--- src/rtl/assert_macros.svh ---
// ---------------------------------------------------------------------------
// assert_macros.svh
// Concurrent assertion shorthands shared by the RTL.
// ---------------------------------------------------------------------------
`ifndef ASSERT_MACROS_SVH
`define ASSERT_MACROS_SVH

// Same-cycle implication, disabled while reset is asserted.
`define ASSERT_IMPLIES(label, clk, rst_n, ante, cons) \
	label: assert property (@(posedge clk) disable iff (!(rst_n)) (ante) |-> (cons)) \
		else $error("assertion failed");

// Next-cycle implication, disabled while reset is asserted.
`define ASSERT_NEXT(label, clk, rst_n, ante, cons) \
	label: assert property (@(posedge clk) disable iff (!(rst_n)) (ante) |=> (cons)) \
		else $error("assertion failed");

`endif

--- src/rtl/fcc_pkg.sv ---
// ---------------------------------------------------------------------------
// fcc_pkg
// Field widths, codes and state encoding of the cluster chain engine.
// ---------------------------------------------------------------------------
`timescale 1ns / 1ps

package fcc_pkg;

	localparam int MODE_W      = 2;
	localparam int LENGTH_W    = 14;
	localparam int CLUSTER_W   = 6;
	localparam int MAX_RESULTS = 64;
	localparam int RES_CNT_W   = $clog2(MAX_RESULTS + 1);

	typedef enum logic [MODE_W-1:0] {
		MODE_ALLOC = 2'd0,
		MODE_FREE  = 2'd1,
		MODE_WALK  = 2'd2
	} mode_t;

	typedef enum logic [7:0] {
		ST_CLEAR = 8'b0000_0001,
		ST_IDLE  = 8'b0000_0010,
		ST_SCAN  = 8'b0000_0100,
		ST_LINK  = 8'b0000_1000,
		ST_TERM  = 8'b0001_0000,
		ST_FREE  = 8'b0010_0000,
		ST_WALK  = 8'b0100_0000,
		ST_FIN   = 8'b1000_0000
	} state_t;

endpackage

--- src/rtl/fcc_if.sv ---
// ---------------------------------------------------------------------------
// fcc_if
// Request and response channels of the cluster chain engine.
// ---------------------------------------------------------------------------
`timescale 1ns / 1ps

interface fcc_in_if;
	logic                           valid;
	logic                           ready;
	logic [fcc_pkg::MODE_W-1:0]     mode;
	logic [fcc_pkg::LENGTH_W-1:0]   byte_length;
	logic [fcc_pkg::CLUSTER_W-1:0]  start_cluster;

	modport source (output valid, mode, byte_length, start_cluster, input ready);
	modport sink   (input valid, mode, byte_length, start_cluster, output ready);
endinterface

interface fcc_out_if;
	logic                           valid;
	logic                           ready;
	logic                           status;
	logic [fcc_pkg::CLUSTER_W-1:0]  cluster;
	logic                           last;

	modport source (output valid, status, cluster, last, input ready);
	modport sink   (input valid, status, cluster, last, output ready);
endinterface

--- src/rtl/fcc_ram.sv ---
// ---------------------------------------------------------------------------
// fcc_ram
// Generic simple dual-port RAM: one write port, one registered read port.
// ---------------------------------------------------------------------------
`timescale 1ns / 1ps

module fcc_ram #(
	parameter int WIDTH = 8,
	parameter int DEPTH = 64
) (
	input  logic                     clk,
	input  logic                     wr_en,
	input  logic [$clog2(DEPTH)-1:0] wr_addr,
	input  logic [WIDTH-1:0]         wr_data,
	input  logic [$clog2(DEPTH)-1:0] rd_addr,
	output logic [WIDTH-1:0]         rd_data
);

	logic [WIDTH-1:0] mem_q [DEPTH];

	always_ff @(posedge clk) begin
		if (wr_en) begin
			mem_q[wr_addr] <= wr_data;
		end
		rd_data <= mem_q[rd_addr];
	end

endmodule

--- src/rtl/fat_cluster_chain_engine.sv ---
// ---------------------------------------------------------------------------
// fat_cluster_chain_engine
// Allocation table of cluster links: allocate, free and walk cluster chains.
// Allocate: a scan counts free entries up to the length, a link pass chains
//   them ascending and marks the end; too few free ones give an error result.
//   One table read per cycle. Free: clears each chained entry, then responds.
// Walk: one result per cycle unless the output stalls; ready returns the cycle
//   after the final result. Reset: table clearing sweep, ready low meanwhile.
// ---------------------------------------------------------------------------
`timescale 1ns / 1ps
`include "assert_macros.svh"

module fat_cluster_chain_engine #(
	parameter int FAT_ENTRIES   = 64,
	parameter int CLUSTER_BYTES = 128
) (
	input  logic       clk,
	input  logic       arst_n,
	fcc_in_if.sink     req,
	fcc_out_if.source  rsp
);

	localparam int IW = $clog2(FAT_ENTRIES);
	localparam int EW = IW + 1;
	localparam int CW = (IW > fcc_pkg::CLUSTER_W) ? IW : fcc_pkg::CLUSTER_W;
	localparam int AW = $clog2(CLUSTER_BYTES + (1 << fcc_pkg::LENGTH_W)) + 1;

	localparam logic [CW:0]   FAT_LIM  = (CW + 1)'(FAT_ENTRIES);
	localparam logic [IW-1:0] LAST_IDX = IW'(FAT_ENTRIES - 1);
	localparam logic [AW-1:0] CB_ADD   = AW'(CLUSTER_BYTES);
	localparam logic [EW-1:0] END_MARK = '1;
	localparam logic [fcc_pkg::RES_CNT_W-1:0] LAST_RES =
		fcc_pkg::RES_CNT_W'(fcc_pkg::MAX_RESULTS - 1);

	fcc_pkg::state_t state_q, state_d;

	logic [fcc_pkg::LENGTH_W-1:0]  len_q, len_d;
	logic [IW-1:0]                 idx_q, idx_d;
	logic [IW-1:0]                 prev_q, prev_d;
	logic [IW-1:0]                 first_q, first_d;
	logic [CW-1:0]                 cur_q, cur_d;
	logic [AW-1:0]                 acc_q, acc_d;
	logic [fcc_pkg::RES_CNT_W-1:0] k_q, k_d;
	logic                          res_status_q, res_status_d;
	logic [fcc_pkg::CLUSTER_W-1:0] res_cluster_q, res_cluster_d;

	logic                          o_valid_q;
	logic                          o_status_q;
	logic [fcc_pkg::CLUSTER_W-1:0] o_cluster_q;
	logic                          o_last_q;

	logic                          emit;
	logic                          emit_status;
	logic [fcc_pkg::CLUSTER_W-1:0] emit_cluster;
	logic                          emit_last;

	logic          wr_en;
	logic [IW-1:0] wr_addr;
	logic [EW-1:0] wr_data;
	logic [IW-1:0] rd_addr;
	logic [EW-1:0] rd_data;

	logic [AW-1:0] acc_sum;
	logic [AW-1:0] len_ext;
	logic [CW-1:0] start_ext;
	logic [IW-1:0] idx_inc;
	logic          sum_reaches;
	logic          link_free;
	logic          link_end;
	logic          cur_in;
	logic          can_emit;
	logic          walk_stop;

	logic          st_read_only;
	logic          st_link;
	logic          st_walk;
	logic          st_term;

	fcc_ram #(
		.WIDTH (EW),
		.DEPTH (FAT_ENTRIES)
	) u_table (
		.clk     (clk),
		.wr_en   (wr_en),
		.wr_addr (wr_addr),
		.wr_data (wr_data),
		.rd_addr (rd_addr),
		.rd_data (rd_data)
	);

	// Shared adder: byte count covered by the clusters taken so far.
	assign acc_sum     = acc_q + CB_ADD;
	assign len_ext     = AW'(len_q);
	assign sum_reaches = acc_sum >= len_ext;
	assign start_ext   = CW'(req.start_cluster);
	assign idx_inc     = (idx_q == LAST_IDX) ? '0 : idx_q + IW'(1);
	assign link_free   = rd_data == '0;
	assign link_end    = rd_data == END_MARK;
	assign cur_in      = {1'b0, cur_q} < FAT_LIM;
	assign can_emit    = !o_valid_q || rsp.ready;
	assign walk_stop   = sum_reaches || (k_q == LAST_RES) || !cur_in || link_free || link_end;

	assign st_read_only = (state_q == fcc_pkg::ST_IDLE) || (state_q == fcc_pkg::ST_SCAN) ||
		(state_q == fcc_pkg::ST_WALK) || (state_q == fcc_pkg::ST_FIN);
	assign st_link      = state_q == fcc_pkg::ST_LINK;
	assign st_walk      = state_q == fcc_pkg::ST_WALK;
	assign st_term      = state_q == fcc_pkg::ST_TERM;

	assign req.ready   = state_q == fcc_pkg::ST_IDLE;
	assign rsp.valid   = o_valid_q;
	assign rsp.status  = o_status_q;
	assign rsp.cluster = o_cluster_q;
	assign rsp.last    = o_last_q;

	always_comb begin
		state_d       = state_q;
		len_d         = len_q;
		idx_d         = idx_q;
		prev_d        = prev_q;
		first_d       = first_q;
		cur_d         = cur_q;
		acc_d         = acc_q;
		k_d           = k_q;
		res_status_d  = res_status_q;
		res_cluster_d = res_cluster_q;
		rd_addr       = idx_q;
		wr_en         = 1'b0;
		wr_addr       = idx_q;
		wr_data       = '0;
		emit          = 1'b0;
		emit_status   = 1'b0;
		emit_cluster  = '0;
		emit_last     = 1'b0;

		unique case (state_q)
			fcc_pkg::ST_CLEAR: begin
				wr_en = 1'b1;
				idx_d = idx_inc;
				if (idx_q == LAST_IDX) begin
					state_d = fcc_pkg::ST_IDLE;
				end
			end
			fcc_pkg::ST_IDLE: begin
				if (req.valid) begin
					len_d         = req.byte_length;
					cur_d         = start_ext;
					idx_d         = '0;
					acc_d         = '0;
					k_d           = '0;
					res_status_d  = 1'b0;
					res_cluster_d = '0;
					unique case (fcc_pkg::mode_t'(req.mode))
						fcc_pkg::MODE_ALLOC: begin
							rd_addr = '0;
							state_d = fcc_pkg::ST_SCAN;
						end
						fcc_pkg::MODE_FREE: begin
							rd_addr = start_ext[IW-1:0];
							state_d = fcc_pkg::ST_FREE;
						end
						fcc_pkg::MODE_WALK: begin
							rd_addr = start_ext[IW-1:0];
							state_d = fcc_pkg::ST_WALK;
						end
						default: begin
							state_d = fcc_pkg::ST_FIN;
						end
					endcase
				end
			end
			fcc_pkg::ST_SCAN: begin
				// Count free entries until the length is covered; table untouched.
				if (link_free) begin
					acc_d = acc_sum;
				end
				if (link_free && sum_reaches) begin
					acc_d   = '0;
					idx_d   = '0;
					rd_addr = '0;
					state_d = fcc_pkg::ST_LINK;
				end else if (idx_q == LAST_IDX) begin
					res_status_d  = 1'b1;
					res_cluster_d = '0;
					state_d       = fcc_pkg::ST_FIN;
				end else begin
					idx_d   = idx_inc;
					rd_addr = idx_inc;
				end
			end
			fcc_pkg::ST_LINK: begin
				// Link each free entry from the previous one, ascending.
				if (link_free) begin
					acc_d  = acc_sum;
					prev_d = idx_q;
					if (acc_q == '0) begin
						first_d = idx_q;
					end else begin
						wr_en   = 1'b1;
						wr_addr = prev_q;
						wr_data = EW'(idx_q);
					end
					if (sum_reaches) begin
						state_d = fcc_pkg::ST_TERM;
					end
				end
				idx_d   = idx_inc;
				rd_addr = idx_inc;
			end
			fcc_pkg::ST_TERM: begin
				wr_en         = 1'b1;
				wr_addr       = prev_q;
				wr_data       = END_MARK;
				res_status_d  = 1'b0;
				res_cluster_d = fcc_pkg::CLUSTER_W'(first_q);
				state_d       = fcc_pkg::ST_FIN;
			end
			fcc_pkg::ST_FREE: begin
				if (!cur_in || link_free) begin
					state_d = fcc_pkg::ST_FIN;
				end else begin
					wr_en   = 1'b1;
					wr_addr = cur_q[IW-1:0];
					wr_data = '0;
					if (link_end) begin
						state_d = fcc_pkg::ST_FIN;
					end else begin
						cur_d   = CW'(rd_data[IW-1:0]);
						rd_addr = rd_data[IW-1:0];
					end
				end
			end
			fcc_pkg::ST_WALK: begin
				if (can_emit) begin
					emit         = 1'b1;
					emit_cluster = fcc_pkg::CLUSTER_W'(cur_q);
					emit_last    = walk_stop;
					k_d          = k_q + fcc_pkg::RES_CNT_W'(1);
					acc_d        = acc_sum;
					if (walk_stop) begin
						state_d = fcc_pkg::ST_IDLE;
					end else begin
						cur_d   = CW'(rd_data[IW-1:0]);
						rd_addr = rd_data[IW-1:0];
					end
				end else begin
					// Hold: re-read the current entry while the output stalls.
					rd_addr = cur_q[IW-1:0];
				end
			end
			fcc_pkg::ST_FIN: begin
				if (can_emit) begin
					emit         = 1'b1;
					emit_status  = res_status_q;
					emit_cluster = res_cluster_q;
					emit_last    = 1'b1;
					state_d      = fcc_pkg::ST_IDLE;
				end
			end
			default: begin
				state_d = fcc_pkg::ST_IDLE;
			end
		endcase
	end

	always_ff @(posedge clk or negedge arst_n) begin
		if (!arst_n) begin
			state_q   <= fcc_pkg::ST_CLEAR;
			idx_q     <= '0;
			acc_q     <= '0;
			k_q       <= '0;
			o_valid_q <= 1'b0;
		end else begin
			state_q <= state_d;
			idx_q   <= idx_d;
			acc_q   <= acc_d;
			k_q     <= k_d;
			if (emit) begin
				o_valid_q <= 1'b1;
			end else if (rsp.ready) begin
				o_valid_q <= 1'b0;
			end
		end
	end

	always_ff @(posedge clk) begin
		len_q         <= len_d;
		prev_q        <= prev_d;
		first_q       <= first_d;
		cur_q         <= cur_d;
		res_status_q  <= res_status_d;
		res_cluster_q <= res_cluster_d;
		if (emit) begin
			o_status_q  <= emit_status;
			o_cluster_q <= emit_cluster;
			o_last_q    <= emit_last;
		end
	end

	`ASSERT_IMPLIES(a_no_write_when_reading_only, clk, arst_n, st_read_only, !wr_en)
	`ASSERT_IMPLIES(a_link_never_overruns, clk, arst_n, st_link, (acc_q == '0 || acc_q < len_ext))
	`ASSERT_IMPLIES(a_walk_count_bounded, clk, arst_n, st_walk, k_q <= LAST_RES)
	`ASSERT_NEXT(a_term_after_link, clk, arst_n, st_term, (state_q == fcc_pkg::ST_FIN && !res_status_q))

endmodule

--- src/flat_wrapper.sv ---
// flat-port wrapper written by rule: the top's interface ports become plain ports
module fat_cluster_chain_engine_flat 
#(
	parameter int FAT_ENTRIES   = 64,
	parameter int CLUSTER_BYTES = 128
)
  (clk, arst_n, req_valid, req_mode, req_byte_length, req_start_cluster, req_ready, rsp_valid, rsp_status, rsp_cluster, rsp_last, rsp_ready);
  fcc_in_if req_i ();
  fcc_out_if rsp_i ();
  input  logic clk;
  input  logic arst_n;
  input wire logic [$bits(req_i.valid)-1:0] req_valid;
  input wire logic [$bits(req_i.mode)-1:0] req_mode;
  input wire logic [$bits(req_i.byte_length)-1:0] req_byte_length;
  input wire logic [$bits(req_i.start_cluster)-1:0] req_start_cluster;
  output wire logic [$bits(req_i.ready)-1:0] req_ready;
  output wire logic [$bits(rsp_i.valid)-1:0] rsp_valid;
  output wire logic [$bits(rsp_i.status)-1:0] rsp_status;
  output wire logic [$bits(rsp_i.cluster)-1:0] rsp_cluster;
  output wire logic [$bits(rsp_i.last)-1:0] rsp_last;
  input wire logic [$bits(rsp_i.ready)-1:0] rsp_ready;
  assign req_i.valid = req_valid;
  assign req_i.mode = req_mode;
  assign req_i.byte_length = req_byte_length;
  assign req_i.start_cluster = req_start_cluster;
  assign req_ready = req_i.ready;
  assign rsp_valid = rsp_i.valid;
  assign rsp_status = rsp_i.status;
  assign rsp_cluster = rsp_i.cluster;
  assign rsp_last = rsp_i.last;
  assign rsp_i.ready = rsp_ready;
  fat_cluster_chain_engine #(.FAT_ENTRIES(FAT_ENTRIES), .CLUSTER_BYTES(CLUSTER_BYTES)) u_core (.clk(clk), .arst_n(arst_n), .req(req_i), .rsp(rsp_i));
endmodule
--- config.mk ---
export PLATFORM = sky130hd
export DESIGN_NAME = fat_cluster_chain_engine_flat
export DESIGN_NICKNAME = d
export VERILOG_FILES = /design/src/rtl/fcc_pkg.sv /design/src/rtl/fcc_if.sv /design/src/rtl/fcc_ram.sv /design/src/rtl/fat_cluster_chain_engine.sv /design/src/flat_wrapper.sv
export VERILOG_INCLUDE_DIRS = /design/src /design/src/rtl
export SDC_FILE = /design/constraint.sdc
export NUM_CORES = 1
export LEC_CHECK = 0
export ABC_AREA = 1
export BUFFER_PORTS_ARGS = -buffer_cell sky130_fd_sc_hd__buf_4
export CAP_MARGIN = 20
export CORE_UTILIZATION = 50
export DETAILED_ROUTE_END_ITERATION = 10
export PLACE_DENSITY = 0.76
export SYNTH_ARGS = -nofsm -noshare
export SYNTH_HDL_FRONTEND = slang
export SYNTH_SLANG_ARGS = --single-unit
export TNS_END_PERCENT = 10
--- constraint.sdc ---
create_clock -name clk -period 14.2 [get_ports clk]
set_input_delay 2.13 -clock clk [delete_from_list [all_inputs] [get_ports clk]]
set_output_delay 2.13 -clock clk [all_outputs]
set_load 0.005 [all_outputs]
==> results of run 1 <==
## cells in the final DEF (no fill, tap or decap), drive strengths merged, types with 30 or more instances in the layout
| cell | n |
|---|---|
| edfxtp | 495 |
| clkbuf | 68 |
| buf | 60 |
| o21ai | 52 |
| inv | 364 |
| a21oi | 35 |
| nand3 | 509 |
| nor2 | 151 |
| nand3b | 153 |
| nand2 | 412 |
| dfrtp | 30 |
## state kept, by name, indices dropped and copies added (netlist names), 6 cells and up
| signal | flops |
|---|---|
| u_core.acc_q | 9 |
| u_core.cur_q | 6 |
| u_core.first_q | 6 |
| u_core.idx_q | 6 |
| u_core.k_q | 7 |
| u_core.len_q | 14 |
| u_core.prev_q | 6 |
| u_core.res_cluster_q | 6 |
| u_core.rsp.cluster | 6 |
| u_core.state_q | 8 |
| u_core.u_table.mem_q | 448 |
| u_core.u_table.rd_data | 7 |
## final cells by class
| cell class | count | share of cell area [%] |
|---|---|---|
| tap | 664 | 3.02 |
| timing repair buffer | 61 | 1.71 |
| multi-input combinational | 1404 | 26.3 |
| sequential | 533 | 57.5 |
| clock inverter | 32 | 1.20 |
| inverter | 368 | 5.03 |
| clock buffer | 67 | 5.25 |
## layer usage
metal	vias up	global-route usage, %	share of wire (%)
met1	8478	32.9	40
met4	2	11.6	4.0
met2	936	40.7	47
met5	-	0	0.021
li1	8276	-	-
met3	176	4.17	8.9
## logic make-up after synthesis
family | after synthesis | share of synthesized area [%]
AOI/OAI and AO/OA | 130 | 3.16
buffers and inverters | 493 | 8.05
xor gates and xnor gates | 8 | 0.281
muxes | 1 | 0.0452
adders and majority gates | 15 | 0.754
DFF | 533 | 63.4
and+or+nand+nor | 1250 | 24.3
## path summary, 6_finish.rpt
check | end | depth (start not counted) | startpoint
setup / recovery | u_core.u_table.rd_data[4]$_DFF_P_ | 20 | req_mode[0]
max in group asynchronous | u_core.k_q[3]$_DFFE_PN0P_ | 1 | arst_n
hold reg to reg | u_core.k_q[6]$_DFFE_PN0P_ | 1 | u_core.k_q[6]$_DFFE_PN0P_
setup reg to reg | u_core.u_table.rd_data[4]$_DFF_P_ | 22 | u_core.acc_q[7]$_DFFE_PN0P_
hold / removal | u_core.k_q[6]$_DFFE_PN0P_ | 1 | u_core.k_q[6]$_DFFE_PN0P_
min in group asynchronous | u_core.state_q[6]$_DFFE_PN0P_ | 1 | arst_n
## worst max-delay path: stages
cell and delay [ns]:
buf_4 0.12, ha_1 0.20, nor2_1 0.34, inv_1 0.19
nand2_1 0.10, nand3_1 0.10, o21ai_0 0.10, nor2_1 0.07
nand2_1 0.06, nor2_1 0.06, nand3_4 0.14, buf_4 0.60
buf_4 0.74, nand3b_1 0.15, nand3_1 0.14, nand3_1 0.12
nand3_1 0.14, nand3_1 0.19, nand3_1 0.26, nand2_1 0.08
## stage by stage
stage / utilization [%] / hold WS, ns / worst slack [ns] / total power, mW
floorplan: - / 0.435 / 8.84 / 3.68
detailed placement: 52.3 / 0.472 / 8.02 / 4.24
global route: 56.0 / 0.490 / 8.27 / 6.03
finish: 56.0 / 0.478 / 8.55 / 5.71
CTS: 55.9 / 0.483 / 8.64 / 5.67
global placement: 52.3 / 0.448 / 8.10 / 4.20
## Yosys cell counts (2+ instances only)
master	number	area, µm²
ha_1	15	188
dfxtp_1	7	140
o21ai_0	49	245
buf_4	16	120
o2111ai_1	3	26.3
nor3_2	2	20.0
o21a_1	8	60.1
a211oi_1	2	15.0
o211ai_1	2	15.0
clkinv_1	5	18.8
buf_2	68	340
nand2_1	408	1530
xor2_1	8	70.1
dfrtp_1	30	751
o22ai_1	5	31.3
a22oi_1	3	22.5
nand3b_1	153	1150
o32ai_1	4	35.0
nand3_2	3	30.0
inv_1	342	1280
clkbuf_1	35	131
o31ai_1	3	22.5
nor2_2	4	25.0
nor3_1	8	40.0
nor2_1	143	537
inv_2	21	78.8
a21oi_1	34	170
buf_1	5	18.8
nand4_2	2	25.0
o221ai_1	7	61.3
o21ai_1	2	10.0
nand3_1	506	2530
nand2_2	3	18.8
nor2_4	4	45.0
edfxtp_1	495	14900
nor4_1	2	12.5
nand4_1	7	43.8
## power by group
part	total, mW	leakage [nW]	internal [mW]	switching (mW)
clock	1.44	0.867	0.843	0.594
combinational	2.47	4.42	0.722	1.75
sequential	1.80	6.13	1.76	0.0404
total	5.71	11.4	3.33	2.38
==> out/results.ini, run 1 <==
[status]
run_status=completed

[synthesis]
syn_area_per_cell_um2=10.2
synth-seq-area-share_pct=63.4
syn-instance-count=2430
synthDistinctLibCells=53
synth-edff-count=495
mappedNetlistNets=2471
ffs_latches_synth=533
netlist_area_um2=24900
dominant_register_cell_in_the_synthesized_netlist=edfxtp_1
synth_warnings=0
asyncSetResetFlopFracSynth_pct=5.82

[clocking]
cts-root-buf=clkbuf_16
cts_made_buffers=54
cts_hold_buffers=0
h-tree-depth=2
clock_sink_count=533
cts_tree=yes
clk-insertion-delay-late_ns=0.60
max-clock-path-buffers=3
post-cts-setup-buffer-count=0
cts.clk_slew.worst_paths_ns=0.06
cts_resized=0

[drt]
vias=17900
ant_nets=0
drt_pre_antenna_iters=7
totalWireLength_um=62700
drc_errors=0
via_per_inst=5.71
dr.first_iter.drc_count=2259
drt-wirelength-per-cell_um=20.1

[floorplanning]
std_cell_rows=81
core_area_um2=49100
io-pin-count=36
floorplan.die.width_um=225
floorplan.die_area_um2=50700
die_y_um=225
start_util_pct=50.7

[setup_path]
r2r_slack_ns=9.00
critical_path_class=in2reg
worst_ep_arrival_time_ns=6.14
critPathMaxFanout=74
worst_setup_path_start_kind=input pin
cp.required_ns=14.69
setup.worst_path.end_class=flip-flop

[power]
p_leak_nw=11.4
vdd_ir_drop_max_mv=0.223
p_per_area_nw_per_um2=208

[finish]
finish.instance_area_um2=27500
fin_nets=2463
area_occupied_by_multi_input_gates_um2=7230
antenna_cells=0
finish.cell_count_without_fillers=3129
num-fill-cells=4158
drive_above_1_share_pct=7.67
final-seq-area_um2=15800
area_growth_from_synthesis_to_final_layout_pct=10.3

[sta]
count_of_final_setup_violators=0
rsz0062_at_grt=false
fin_crit_ns=5.65
drv_slew=0
final.period_utilization_pct=39.8
count_of_endpoints_failing_hold_in_the_final_timing_report=0
slew_worst_pin_ns=1.04
fin_tns_setup_ns=0
maxSlewHeadroom_pct=30.4
maxClockFrequency_ghz=0.177
clock_skew_ns=0.0156

[place]
dp_hpwl_um=37400
postPlaceCellArea_um2=25700
port_buffers=35
placed_cells_incl_taps=3028
gp_congestion=0.938

[min_path]
min_path_type=reg2reg

[grt]
grt_antenna_before_repair=1
grt_pass1_wl_um=98200
via_count_of_the_first_global_routing_pass=17500
largest_net_degree_at_the_start_of_global_routing=131
grt_overflow_total=0
globalRouteTotalUtil_pct=25.0

[run]
max-cap-violations=0

No activity file was read; power rests on OpenSTA's default activity.
==> inputs of run 2 (changes only) <==
Settings changed: ABC_AREA 1 to 0.
Clock period 14.2 ns to 5.4 ns, I/O delays scaled along.
==> run 2 against run 1 <==
  * First-iteration DRC count decreased by 17%
  * Wire length decreased by 7.7%
  * Hold slack got worse by 0.34 ns
  * Sequential power increased to 2.6 times the previous value
  * Cell area decreased by 5.6%
  * Total power increased by 83%
  * Global-route usage decreased by 0.39 points
  * Critical path depth decreased by 4
  * Die area decreased by 6.8%
  * Largest cell class unchanged
  * Highest routed layer is now met4
==> out/results.ini, run 2 <==
[setup_path]
crit-reg2reg-capture=u_core.u_table.rd_data[4]$_DFF_P_
setup.worst_path.end_class=flip-flop
critPathMaxFanout=8
cp.required_ns=5.87
r2r_start=u_core.acc_q[7]$_DFFE_PN0P_
worst_setup_path_start_kind=flip-flop
r2r_slack_ns=0.24
r2r_cells=16
worst_ep_arrival_time_ns=5.62
critical_path_class=reg2reg

[drt]
ant_nets=0
totalWireLength_um=57900
met3RoutedLength_um=5790
drc_errors=0
dr.first_iter.drc_count=1874
detail_route_met2_wl_um=26300
via_per_inst=6.29
vias=14800
drt-wirelength-per-cell_um=24.7
drt_pre_antenna_iters=6
highest-signal-layer=met4
wirelength_met1_um=23600

[floorplanning]
std_cell_rows=78
floorplan.die.width_um=217
start_util_pct=50.9
io-pin-count=36
floorplan.die_area_um2=47300
die_y_um=217
core_area_um2=45600

[finish]
layout.cells.most_common_list=edfxtp_1, mux2i_1, nor2_1, nand2_1, buf_4
layout.cells.most_common=edfxtp_1
drive_above_1_share_pct=11.9
antenna_cells=0
fin_nets=1746
num-fill-cells=3466
top_register=u_core.u_table.mem_q
number_of_flip_flops_under_the_largest_register_name=448
largest_registers=u_core.u_table.mem_q: 448 flops, u_core.len_q: 14 flops, u_core.acc_q: 9 flops
finish.instance_area_um2=25900
area_growth_from_synthesis_to_final_layout_pct=11.8

[synthesis]
mappedNetlistNets=1688
synth.top_cells.by_count=edfxtp_1, mux2i_1, nor2_1
yosys.cell_count.top_type=edfxtp_1
asyncSetResetFlopFracSynth_pct=5.82
netlist_area_um2=23200
synth-seq-area-share_pct=68.0
ffs_latches_synth=533
dominant_register_cell_in_the_synthesized_netlist=edfxtp_1
synthDistinctLibCells=84
syn-instance-count=1647
synth_warnings=0
synth_top_area_share_pct=64.1
synth-edff-count=495
synth_top_cell_by_area=edfxtp_1
netlist_top_cells_area=edfxtp_1, mux2i_1, dfrtp_1
syn_area_per_cell_um2=14.1

[clocking]
h-tree-depth=2
clk-insertion-delay-late_ns=0.62
cts-root-buf=clkbuf_16
cts_made_buffers=52
cts_tree=yes
cts.clk_slew.worst_paths_ns=0.06
clock_sink_count=533
cts_hold_buffers=0
max-clock-path-buffers=3

[sta]
fin_crit_ns=5.16
count_of_final_setup_violators=0
maxSlewHeadroom_pct=23.9
final.period_utilization_pct=95.5
count_of_endpoints_failing_hold_in_the_final_timing_report=0
clock_skew_ns=0.0300
slew_worst_pin_ns=1.14
drv_slew=0
final.setup.worst_slack_ns=0.243
maxClockFrequency_ghz=0.194

[power]
vdd_ir_drop_max_mv=0.286
p_leak_nw=9.03
overall_power_mw=10.4
p_per_area_nw_per_um2=402

[place]
gp_congestion=0.985
port_buffers=35
placement.setup.worst_slack_ns=0.0211
dp_hpwl_um=37100
postPlaceCellArea_um2=24200

[grt]
largest_net_degree_at_the_start_of_global_routing=80
globalRouteTotalUtil_pct=24.7
grt_pass1_wl_um=87500
grt_antenna_before_repair=0
via_count_of_the_first_global_routing_pass=14200
grt_overflow_total=0

[min_path]
min_path_type=in2async

[status]
run_status=completed

[run]
max-cap-violations=0

==> run 2: cell types whose count changed after synthesis, moves of 14 or more <==
cell      delta
nand3b_1   -153
inv_1      -324
inv_2       -20
buf_2       -31
a22o_1      +14
nor4_1      +34
nor3_1      +59
nand4_1     +28
mux2i_1    +216
nand2_1    -284
nand3_1    -461
==> run 2: how the worst max path moves through the flow <==
stage	to	start	cells after the start
floorplan	u_core.u_table.rd_data[0]$_DFF_P_	u_core.acc_q[7]$_DFFE_PN0P_	19
global placement	u_core.u_table.rd_data[1]$_DFF_P_	u_core.acc_q[7]$_DFFE_PN0P_	16
detailed placement	u_core.u_table.rd_data[1]$_DFF_P_	u_core.acc_q[7]$_DFFE_PN0P_	16
CTS	u_core.u_table.rd_data[1]$_DFF_P_	u_core.acc_q[7]$_DFFE_PN0P_	17
global route	u_core.u_table.rd_data[3]$_DFF_P_	u_core.acc_q[7]$_DFFE_PN0P_	17
finish	u_core.u_table.rd_data[4]$_DFF_P_	u_core.acc_q[7]$_DFFE_PN0P_	16
==> run 2: critical path, cell delays in order, from the launching register on <==
cell	delay [ns]
dfrtp_1	0.45
ha_2	0.28
nand3_1	0.11
xnor2_1	0.22
ha_1	0.28
and3_1	0.19
a221oi_1	0.30
o22ai_1	0.26
o31ai_4	0.35
nand2_2	0.11
buf_4	0.19
o211ai_1	0.78
nor3_1	0.35
buf_4	0.27
nand4_1	0.11
nand4_1	0.21
or4_1	0.56
==> run 2: cell type report <==
class                           instances  area, µm²  share of cell area, %
Clock buffer                           69       1400                   5.38
Inverter                               19       71.3                  0.275
Clock inverter                         29        274                   1.06
Sequential cell                       533      15800                   60.8
Multi-Input combinational cell       1012       6920                   26.7
Tap cell                              600        751                   2.89
Timing Repair Buffer                   87        743                   2.87
==> run 2: metal layers <==
metal | global-route usage [%] | up-vias
met5 | 0 | -
met4 | 10.1 | 0
met3 | 4.40 | 161
met2 | 37.3 | 852
met1 | 35.3 | 7245
li1 | - | 6508
==> run 2: kinds of logic (layout without fill, tap and decap cells) <==
group | Yosys count | in the layout | synth area share [%]
buf+inv | 105 | 204 | 2.42
flops | 533 | 533 | 68.0
xor+xnor | 14 | 14 | 0.529
compound gates | 227 | 227 | 7.13
fa+ha+maj | 15 | 15 | 0.809
mux | 223 | 223 | 9.67
simple gates | 530 | 533 | 11.4
==> run 2: what timing repair did <==
item | CTS | global route
resized for setup | 0 | 12
buffers inserted | 0 | 3
gates cloned | 1 | 2
pin swaps | 0 | 7
endpoints found under the setup margin | 1 | 7
==> run 2: power breakdown <==
part | switching (mW) | internal, mW
combinational | 1.35 | 0.758
clock | 1.54 | 2.02
sequential | 0.152 | 4.61
==> run 2: metrics by stage <==
stage	hold slack, ns	cells	utilization (%)	setup TNS [ns]
after floorplan	0.437	1647	-	0
after global placement	0.502	2244	53.1	0
after detailed placement	0.507	2245	53.1	0
after CTS	0.135	2344	56.8	0
after global routing	0.166	2349	56.9	-0.0144
final	0.139	2349	56.9	0
